--- config.mk ---
export PLATFORM = sky130hd
export DESIGN_NAME = vec2_length_normalize
export DESIGN_NICKNAME = d
export VERILOG_FILES = /design/src/rtl/vln_pkg.sv /design/src/rtl/vln_ctrl.sv /design/src/rtl/vln_dp.sv /design/src/rtl/vec2_length_normalize.sv
export SDC_FILE = /design/constraint.sdc
export NUM_CORES = 2
export LEC_CHECK = 0
export BUFFER_PORTS_ARGS = -buffer_cell sky130_fd_sc_hd__buf_2
export CAP_MARGIN = 20
export CORE_MARGIN = 1
export CORE_UTILIZATION = 55
export CTS_CLUSTER_SIZE = 25
export DETAILED_ROUTE_END_ITERATION = 7
export PLACE_DENSITY = 0.77
export SYNTH_ARGS = -nofsm -noshare
export SYNTH_HDL_FRONTEND = slang
export SYNTH_HIERARCHICAL = 1
export SYNTH_SLANG_ARGS = --single-unit
--- constraint.sdc ---
create_clock -name clk_i -period 25.1 [get_ports clk_i]
set_clock_uncertainty 0.1 [all_clocks]
set_input_delay 0 -clock clk_i [delete_from_list [all_inputs] [get_ports clk_i]]
set_output_delay 0 -clock clk_i [all_outputs]
set_load 0.1 [all_outputs]
--- src/rtl/vln_pkg.sv ---
// vln_pkg: shared types and constants of the vector length / normalize block
// used by vln_ctrl, vln_dp and vec2_length_normalize; depends on nothing
`timescale 1ns / 1ps

package vln_pkg;

  // field widths of one beat
  localparam int COMP_W = 32;
  localparam int MAG_W  = 32;
  localparam int UNIT_W = 16;

  // square root yields one result bit per step, divide one quotient bit per step
  localparam int ROOT_STEPS = MAG_W;
  localparam int DIV_STEPS  = UNIT_W;
  localparam int CNT_W      = $clog2(ROOT_STEPS);

  // opcodes
  localparam logic OP_LEN_ONLY  = 1'b0;
  localparam logic OP_NORMALIZE = 1'b1;

  // commands from controller to datapath
  typedef struct packed {
    logic load;       // capture a new input beat
    logic sq_x;       // square of |x|
    logic sq_y;       // square of |y|
    logic sum;        // add squares, start the root
    logic root_step;  // one digit of the square root
    logic div_load;   // start a divide
    logic div_sel_y;  // divide |y| instead of |x|
    logic div_step;   // one quotient bit
    logic save_x;     // keep the finished x quotient
    logic finish;     // load the result registers
  } dp_cmd_t;

  // status from datapath to controller
  typedef struct packed {
    logic sum_zero;   // both components are zero
    logic len_only;   // opcode asks for the length only
  } dp_stat_t;

endpackage

--- src/rtl/vln_ctrl.sv ---
// vln_ctrl: sequencer for the vector length / normalize block
// depends on vln_pkg; drives vln_dp through dp_cmd_t, reads dp_stat_t
`timescale 1ns / 1ps

module vln_ctrl
  import vln_pkg::*;
(
  input  logic     clk_i,
  input  logic     rst_ni,
  input  logic     start,
  output logic     busy,
  output logic     valid_o,
  input  dp_stat_t stat_i,
  output dp_cmd_t  cmd_o
);

  typedef enum logic [3:0] {
    S_IDLE,
    S_SQX,
    S_SQY,
    S_SUM,
    S_ROOT,
    S_DIVX_LD,
    S_DIVX,
    S_DIVY_LD,
    S_DIVY,
    S_FIN
  } state_e;

  state_e           state_q;
  logic [CNT_W-1:0] cnt_q;
  logic             valid_q;

  // state, step counter and result strobe
  always_ff @(posedge clk_i or negedge rst_ni) begin
    if (!rst_ni) begin
      state_q <= S_IDLE;
      cnt_q   <= '0;
      valid_q <= 1'b0;
    end else begin
      valid_q <= 1'b0;
      unique case (state_q)
        S_IDLE: begin
          if (start) begin
            state_q <= S_SQX;
          end
        end
        S_SQX: begin
          state_q <= S_SQY;
        end
        S_SQY: begin
          state_q <= S_SUM;
        end
        S_SUM: begin
          if (stat_i.sum_zero) begin
            state_q <= S_FIN;
          end else begin
            state_q <= S_ROOT;
            cnt_q   <= CNT_W'(ROOT_STEPS - 1);
          end
        end
        S_ROOT: begin
          if (cnt_q == '0) begin
            state_q <= stat_i.len_only ? S_FIN : S_DIVX_LD;
          end else begin
            cnt_q <= cnt_q - 1'b1;
          end
        end
        S_DIVX_LD: begin
          state_q <= S_DIVX;
          cnt_q   <= CNT_W'(DIV_STEPS - 1);
        end
        S_DIVX: begin
          if (cnt_q == '0) begin
            state_q <= S_DIVY_LD;
          end else begin
            cnt_q <= cnt_q - 1'b1;
          end
        end
        S_DIVY_LD: begin
          state_q <= S_DIVY;
          cnt_q   <= CNT_W'(DIV_STEPS - 1);
        end
        S_DIVY: begin
          if (cnt_q == '0) begin
            state_q <= S_FIN;
          end else begin
            cnt_q <= cnt_q - 1'b1;
          end
        end
        S_FIN: begin
          valid_q <= 1'b1;
          state_q <= S_IDLE;
        end
        default: begin
          state_q <= S_IDLE;
        end
      endcase
    end
  end

  // command decode
  always_comb begin
    cmd_o           = '0;
    cmd_o.load      = (state_q == S_IDLE) && start;
    cmd_o.sq_x      = (state_q == S_SQX);
    cmd_o.sq_y      = (state_q == S_SQY);
    cmd_o.sum       = (state_q == S_SUM);
    cmd_o.root_step = (state_q == S_ROOT);
    cmd_o.div_load  = (state_q == S_DIVX_LD) || (state_q == S_DIVY_LD);
    cmd_o.div_sel_y = (state_q == S_DIVY_LD);
    cmd_o.div_step  = (state_q == S_DIVX) || (state_q == S_DIVY);
    cmd_o.save_x    = (state_q == S_DIVY_LD);
    cmd_o.finish    = (state_q == S_FIN);
  end

  assign busy    = (state_q != S_IDLE);
  assign valid_o = valid_q;

endmodule

--- src/rtl/vln_dp.sv ---
// vln_dp: datapath with shared squarer, digit-serial square root and
// bit-serial divider; depends on vln_pkg, commanded by vln_ctrl
`timescale 1ns / 1ps

module vln_dp
  import vln_pkg::*;
(
  input  logic                     clk_i,
  input  logic                     rst_ni,
  input  dp_cmd_t                  cmd_i,
  output dp_stat_t                 stat_o,
  input  logic                     opcode_i,
  input  logic signed [COMP_W-1:0] comp_x_i,
  input  logic signed [COMP_W-1:0] comp_y_i,
  output logic        [MAG_W-1:0]  magnitude_o,
  output logic signed [UNIT_W-1:0] unit_x_o,
  output logic signed [UNIT_W-1:0] unit_y_o,
  output logic                     zero_length_o
);

  // quotient to signed unit component, +1.0 clipped to the largest positive code
  function automatic logic [UNIT_W-1:0] sat_unit(input logic [UNIT_W-1:0] q,
                                                 input logic neg);
    logic [UNIT_W-1:0] pos_max;
    pos_max = {1'b0, {(UNIT_W-1){1'b1}}};
    if (neg) begin
      sat_unit = ~q + 1'b1;
    end else if (q > pos_max) begin
      sat_unit = pos_max;
    end else begin
      sat_unit = q;
    end
  endfunction

  logic                 opc_q;
  logic                 negx_q, negy_q;
  logic                 zero_q;
  logic [COMP_W-1:0]    ax_q, ay_q;
  logic [2*COMP_W-1:0]  sqx_q, sqy_q;
  logic [2*COMP_W-1:0]  rad_q;
  logic [MAG_W+1:0]     rem_q;
  logic [MAG_W-1:0]     root_q;
  logic [MAG_W-1:0]     dr_q;
  logic [DIV_STEPS-1:0] dsh_q;
  logic [UNIT_W-1:0]    quo_q;
  logic [UNIT_W-1:0]    ux_q;

  logic [MAG_W-1:0]     out_mag_q;
  logic [UNIT_W-1:0]    out_ux_q, out_uy_q;
  logic                 out_zero_q;

  logic [COMP_W-1:0]    mul_a;
  logic [2*COMP_W-1:0]  prod;
  logic [MAG_W+3:0]     r_shift, r_trial;
  logic                 r_ge;
  logic [MAG_W:0]       d_shift, d_div;
  logic                 d_ge;
  logic [COMP_W-1:0]    dnum;
  logic                 units_off;

  // shared squarer
  assign mul_a = cmd_i.sq_y ? ay_q : ax_q;
  assign prod  = {{COMP_W{1'b0}}, mul_a} * {{COMP_W{1'b0}}, mul_a};

  // root digit: bring down two radicand bits, try (root << 2) | 1
  assign r_shift = {rem_q, rad_q[2*COMP_W-1 -: 2]};
  assign r_trial = {2'b00, root_q, 2'b01};
  assign r_ge    = (r_shift >= r_trial);

  // divide bit: bring down one dividend bit, compare with the length
  assign d_shift = {dr_q, dsh_q[DIV_STEPS-1]};
  assign d_div   = {1'b0, root_q};
  assign d_ge    = (d_shift >= d_div);
  assign dnum    = cmd_i.div_sel_y ? ay_q : ax_q;

  assign units_off = zero_q || (opc_q == OP_LEN_ONLY);

  // input capture and working registers
  always_ff @(posedge clk_i) begin
    if (cmd_i.load) begin
      opc_q  <= opcode_i;
      negx_q <= comp_x_i[COMP_W-1];
      negy_q <= comp_y_i[COMP_W-1];
      ax_q   <= comp_x_i[COMP_W-1] ? (~comp_x_i + 1'b1) : comp_x_i;
      ay_q   <= comp_y_i[COMP_W-1] ? (~comp_y_i + 1'b1) : comp_y_i;
      zero_q <= (comp_x_i == '0) && (comp_y_i == '0);
    end
    if (cmd_i.sq_x) begin
      sqx_q <= prod;
    end
    if (cmd_i.sq_y) begin
      sqy_q <= prod;
    end
    // square root, one result bit per step
    if (cmd_i.sum) begin
      rad_q  <= sqx_q + sqy_q;
      rem_q  <= '0;
      root_q <= '0;
    end else if (cmd_i.root_step) begin
      rad_q  <= {rad_q[2*COMP_W-3:0], 2'b00};
      rem_q  <= r_ge ? (MAG_W+2)'(r_shift - r_trial) : r_shift[MAG_W+1:0];
      root_q <= {root_q[MAG_W-2:0], r_ge};
    end
    // restoring divide of (|c| << 15) by the length, |c| never exceeds it
    if (cmd_i.div_load) begin
      dr_q  <= {1'b0, dnum[COMP_W-1:1]};
      dsh_q <= {dnum[0], {(DIV_STEPS-1){1'b0}}};
      quo_q <= '0;
    end else if (cmd_i.div_step) begin
      dr_q  <= d_ge ? MAG_W'(d_shift - d_div) : d_shift[MAG_W-1:0];
      dsh_q <= {dsh_q[DIV_STEPS-2:0], 1'b0};
      quo_q <= {quo_q[UNIT_W-2:0], d_ge};
    end
    if (cmd_i.save_x) begin
      ux_q <= sat_unit(quo_q, negx_q);
    end
  end

  // result registers, held until the next beat finishes
  always_ff @(posedge clk_i or negedge rst_ni) begin
    if (!rst_ni) begin
      out_mag_q  <= '0;
      out_ux_q   <= '0;
      out_uy_q   <= '0;
      out_zero_q <= 1'b0;
    end else if (cmd_i.finish) begin
      out_mag_q  <= zero_q ? '0 : root_q;
      out_ux_q   <= units_off ? '0 : ux_q;
      out_uy_q   <= units_off ? '0 : sat_unit(quo_q, negy_q);
      out_zero_q <= zero_q;
    end
  end

  assign stat_o.sum_zero = zero_q;
  assign stat_o.len_only = (opc_q == OP_LEN_ONLY);

  assign magnitude_o   = out_mag_q;
  assign unit_x_o      = out_ux_q;
  assign unit_y_o      = out_uy_q;
  assign zero_length_o = out_zero_q;

endmodule

--- src/rtl/vec2_length_normalize.sv ---
// vec2_length_normalize: length and unit direction of one 2D fixed-point vector
// depends on vln_pkg, vln_ctrl and vln_dp
//
// channel  | direction | handshake       | payload
// ---------+-----------+-----------------+-----------------------------------------------
// command  | in        | start & !busy   | opcode_i, comp_x_i, comp_y_i
// result   | out       | valid_o strobe  | magnitude_o, unit_x_o, unit_y_o, zero_length_o
//
// one beat at a time: busy covers the squares, the 32-step square root and, with opcode 1,
// two 16-step divides; a zero vector skips the root and the divides
// the result strobe comes in the same cycle that busy falls, and a new beat may start then
// a result stays on the ports until the next one; the receiver cannot stall
// asynchronous active-low reset returns the sequencer to idle with no strobe
`timescale 1ns / 1ps

module vec2_length_normalize
  import vln_pkg::*;
(
  input  logic                     clk_i,
  input  logic                     rst_ni,
  input  logic                     start,
  output logic                     busy,
  input  logic                     opcode_i,
  input  logic signed [COMP_W-1:0] comp_x_i,
  input  logic signed [COMP_W-1:0] comp_y_i,
  output logic                     valid_o,
  output logic        [MAG_W-1:0]  magnitude_o,
  output logic signed [UNIT_W-1:0] unit_x_o,
  output logic signed [UNIT_W-1:0] unit_y_o,
  output logic                     zero_length_o
);

  dp_cmd_t  cmd;
  dp_stat_t stat;

  // sequencer
  vln_ctrl u_ctrl (
    .clk_i   (clk_i),
    .rst_ni  (rst_ni),
    .start   (start),
    .busy    (busy),
    .valid_o (valid_o),
    .stat_i  (stat),
    .cmd_o   (cmd)
  );

  // arithmetic
  vln_dp u_dp (
    .clk_i         (clk_i),
    .rst_ni        (rst_ni),
    .cmd_i         (cmd),
    .stat_o        (stat),
    .opcode_i      (opcode_i),
    .comp_x_i      (comp_x_i),
    .comp_y_i      (comp_y_i),
    .magnitude_o   (magnitude_o),
    .unit_x_o      (unit_x_o),
    .unit_y_o      (unit_y_o),
    .zero_length_o (zero_length_o)
  );

endmodule
==> run_results.csv <==
group,metric,value,unit
run,cap_violations,0,
logic_synthesis,synth-seq-cells,464,
timing,tightest_slew,1.043,ns
floorplan,io_pins,135,
final_layout,layout_common_cells,"inv_1, fa_1, nor2_1",
final_layout,fin_area,59780,µm²
grt,overflow,0,
outcome,status,"complete, but fails checks",
setup_path,regToRegSetupSlack,13.84,ns
setup_path,crit_fanout,39,
clock_tree,numCtsBuffers,48,
clock_tree,cts_max_level,2,
floorplan,die_x,318.4,µm
timing,tns,0,ns
grt,grt_max_degree,79,
clock_tree,cts-root-buf,"clkbuf_16",
clock_tree,postCtsSetupBuffers,0,
setup_path,reg2reg_to,"u_dp/sqy_q[50]",
logic_synthesis,async_flop_share,16.16,%
setup_path,worstSetupEndpointType,"flip-flop",
setup_path,timing.rr.start,"u_ctrl/state_q[0]",
clock_tree,cts_tree,"done",
clock_tree,insertion_delay,0.63,ns
hold_path,min_path_type,"input pin to async pin",
drt,wire_per_inst,20.83,µm
setup_path,crit_type,"flip-flop to flip-flop",
grt,antenna_found_initial,2,
drt,drc,0,
final_layout,final_cells,7158,
drt,avgViaCountPerCell,5.826,
drt,drtAntennaViolNets,0,
grt,grt_use_total,30.14,%
floorplan,die_area,101400,µm²
placed_design,dpl-instance-area,56970,µm²
clock_tree,clockBufferDepth,3,
drt,drt_iter0_drc,3761,
logic_synthesis,synth-seq-area-share,23.12,%
logic_synthesis,synth_fp_nets,6986,
clock_tree,cts_resized,0,
drt,routed_wl,149100,µm
placed_design,hpwl,112700,µm
timing,maxSlewHeadroom,29.86,%
timing,drv_slew,0,
floorplan,die_y,318.4,µm
setup_path,critPathMaxStageDelay,0.68,ns
placed_design,place_inst,6948,
final_layout,drive_gt1_share,7.582,%
final_layout,final_common_cell,"inv_1",
setup_path,startpoint,"u_ctrl/state_q[0]",
outcome,failed_checks,"hold timing",
floorplan,start_util,55.77,%
logic_synthesis,synth_cell_type_count,86,
placed_design,io_buffers,134,
timing,fin_crit_sh,44.87,%
timing,max_freq,88.79,MHz
logic_synthesis,synth_ff_type,"edfxtp_1",
setup_path,critPathArrivalTime,11.50,ns
setup_path,worstSetupStartpointType,"flip-flop",
setup_path,r2r_cells,36,
timing,rsz0062_at_grt,"no",
timing,hold_viol_final,36,
grt,grt_pass1_wl,238500,µm
setup_path,required,25.34,ns
grt,grt_pass1_vias,43840,
timing,setup-violations-final,0,
floorplan,core_area,98710,µm²
drt,via_count,41710,
logic_synthesis,syn_area_per_cell,9.650,µm²
setup_path,cp-endpoint,"u_dp/sqy_q[50]",
setup_path,crit_top_cell,"inv_1",
logic_synthesis,syn_inst,5705,
logic_synthesis,synth_edf_count,306,
floorplan,rows,115,
setup_path,cp_slowest_cell,"clkinv_1",
clock_tree,path_clk_slew,0.07,ns
clock_tree,cts.sinks,464,
final_layout,synthToLayoutAreaGrowth,8.587,%
logic_synthesis,synth_warnings,6,
logic_synthesis,netlist_area,55050,µm²
timing,timing.final.crit_period,11.26,ns
timing,holdWs,-0.02057,ns
final_layout,fin_nets,7111,
placed_design,place_congestion,0.9850,
drt,dr.pass1.iters,6,
## through the flow
stage / hold WS (ns) / setup slack [ns] / utilization [%]
detailed placement: 0.09574 / 13.14 / 57.71
floorplan: -0.3956 / 10.77 / -
global route: 0.05081 / 13.33 / 60.56
global placement: 0.09835 / 13.51 / 57.71
finish: -0.02057 / 13.84 / 60.56
CTS: 0.002391 / 13.06 / 60.52
## registers in the layout, indices dropped and copies added (netlist names), 4 cells and up
signal / cells
u_dp/quo_q: 16
u_dp/ax_q: 32
u_dp/magnitude_o: 32
u_dp/ay_q: 32
u_dp/rem_q: 34
u_ctrl/state_q: 4
u_dp/ux_q: 16
u_dp/unit_y_o: 16
u_dp/root_q: 32
u_dp/sqx_q: 63
u_dp/rad_q: 64
u_ctrl/cnt_q: 5
u_dp/unit_x_o: 16
u_dp/dr_q: 32
u_dp/sqy_q: 63
## cells in the mapped netlist, types with 15 or more instances
| master | instances | area (µm²) |
|---|---|---|
| a211oi_1 | 45 | 337.8 |
| a21o_1 | 109 | 818.3 |
| a21oi_1 | 276 | 1381 |
| a31oi_1 | 41 | 256.5 |
| and3_1 | 23 | 143.9 |
| buf_1 | 25 | 93.84 |
| clkbuf_1 | 189 | 709.4 |
| dfrtp_1 | 75 | 1877 |
| dfxtp_1 | 83 | 1662 |
| edfxtp_1 | 306 | 9189 |
| fa_1 | 793 | 15880 |
| ha_1 | 420 | 5255 |
| inv_1 | 1135 | 4260 |
| mux2_2 | 104 | 1171 |
| mux2i_1 | 105 | 1051 |
| nand2_1 | 408 | 1531 |
| nand2b_1 | 24 | 150.1 |
| nand3_1 | 55 | 275.3 |
| nand3b_1 | 38 | 285.3 |
| nand4_1 | 38 | 237.7 |
| nor2_1 | 514 | 1929 |
| nor2b_1 | 32 | 200.2 |
| nor3_1 | 48 | 240.2 |
| o21a_1 | 27 | 202.7 |
| o21ai_0 | 204 | 1021 |
| o21bai_1 | 37 | 277.8 |
| o31ai_1 | 27 | 202.7 |
| or4_1 | 15 | 112.6 |
| xnor2_1 | 190 | 1664 |
| xor2_1 | 80 | 700.7 |
## metal layers
metal	wire length (µm)	share of wire [%]	vias up	track usage, %
met5	0	0	-	0
met4	10260	6.9	0	18.14
met3	12710	8.5	608	6.379
met2	69920	47	1868	49.15
met1	56190	38	20560	36.84
li1	-	-	18670	-
## repair_timing
| item | CTS | global route |
|---|---|---|
| setup endpoints to repair | 0 | 0 |
| hold endpoints to repair | 146 | 0 |
| hold buffers | 115 | 0 |
## critical path, delay by kind of cell, from the launching register on
kind | cells | cell delay [ns]
AO/OA/AOI/OAI | 9 | 2.57
XOR/XNOR | 1 | 0.17
adder cells (fa/ha/maj) | 9 | 4.11
buffers and inverters | 11 | 2.27
flip-flops | 1 | 0.57
multiplexers | 1 | 0.29
AND/OR/NAND/NOR | 5 | 0.84
## how the worst min path moves through the flow
| stage | start | end | slack (ns) | depth (start not counted) |
|---|---|---|---|---|
| floorplan | rst_ni | u_ctrl/cnt_q[0] | -0.40 | 0 |
| global placement | opcode_i | u_dp/opc_q | 0.1 | 1 |
| detailed placement | opcode_i | u_dp/opc_q | 0.1 | 1 |
| CTS | rst_ni | u_dp/magnitude_o[13] | 0.002 | 2 |
| global route | comp_x_i[0] | u_dp/ax_q[0] | 0.05 | 2 |
| finish | rst_ni | u_dp/magnitude_o[13] | -0.02 | 2 |
## kinds of logic (layout without fill, tap and decap cells)
logic type,Yosys count,in the layout,share of synthesized area [%]
buffers and inverters,1379,1543,9.466
AND/OR/NAND/NOR,1268,1268,10.28
adder cells (fa/ha/maj),1213,1213,38.38
AO/OA/AOI/OAI,900,900,10.37
flip-flops,464,464,23.12
XOR/XNOR,270,270,4.296
multiplexers,211,211,4.091
other,0,2,0
## cell type report
type	count	area [µm²]
fill	8142	38930
multi-input combinational	3862	37240
sequential	464	12730
inverter	1146	4302
timing repair buffer	308	2276
tap	1287	1610
clock buffer	54	1244
clock inverter	35	372.9
antenna	2	5.005
Power is not shown: default switching activity piles up to over one toggle a cycle in this logic, so the estimate is an artifact.
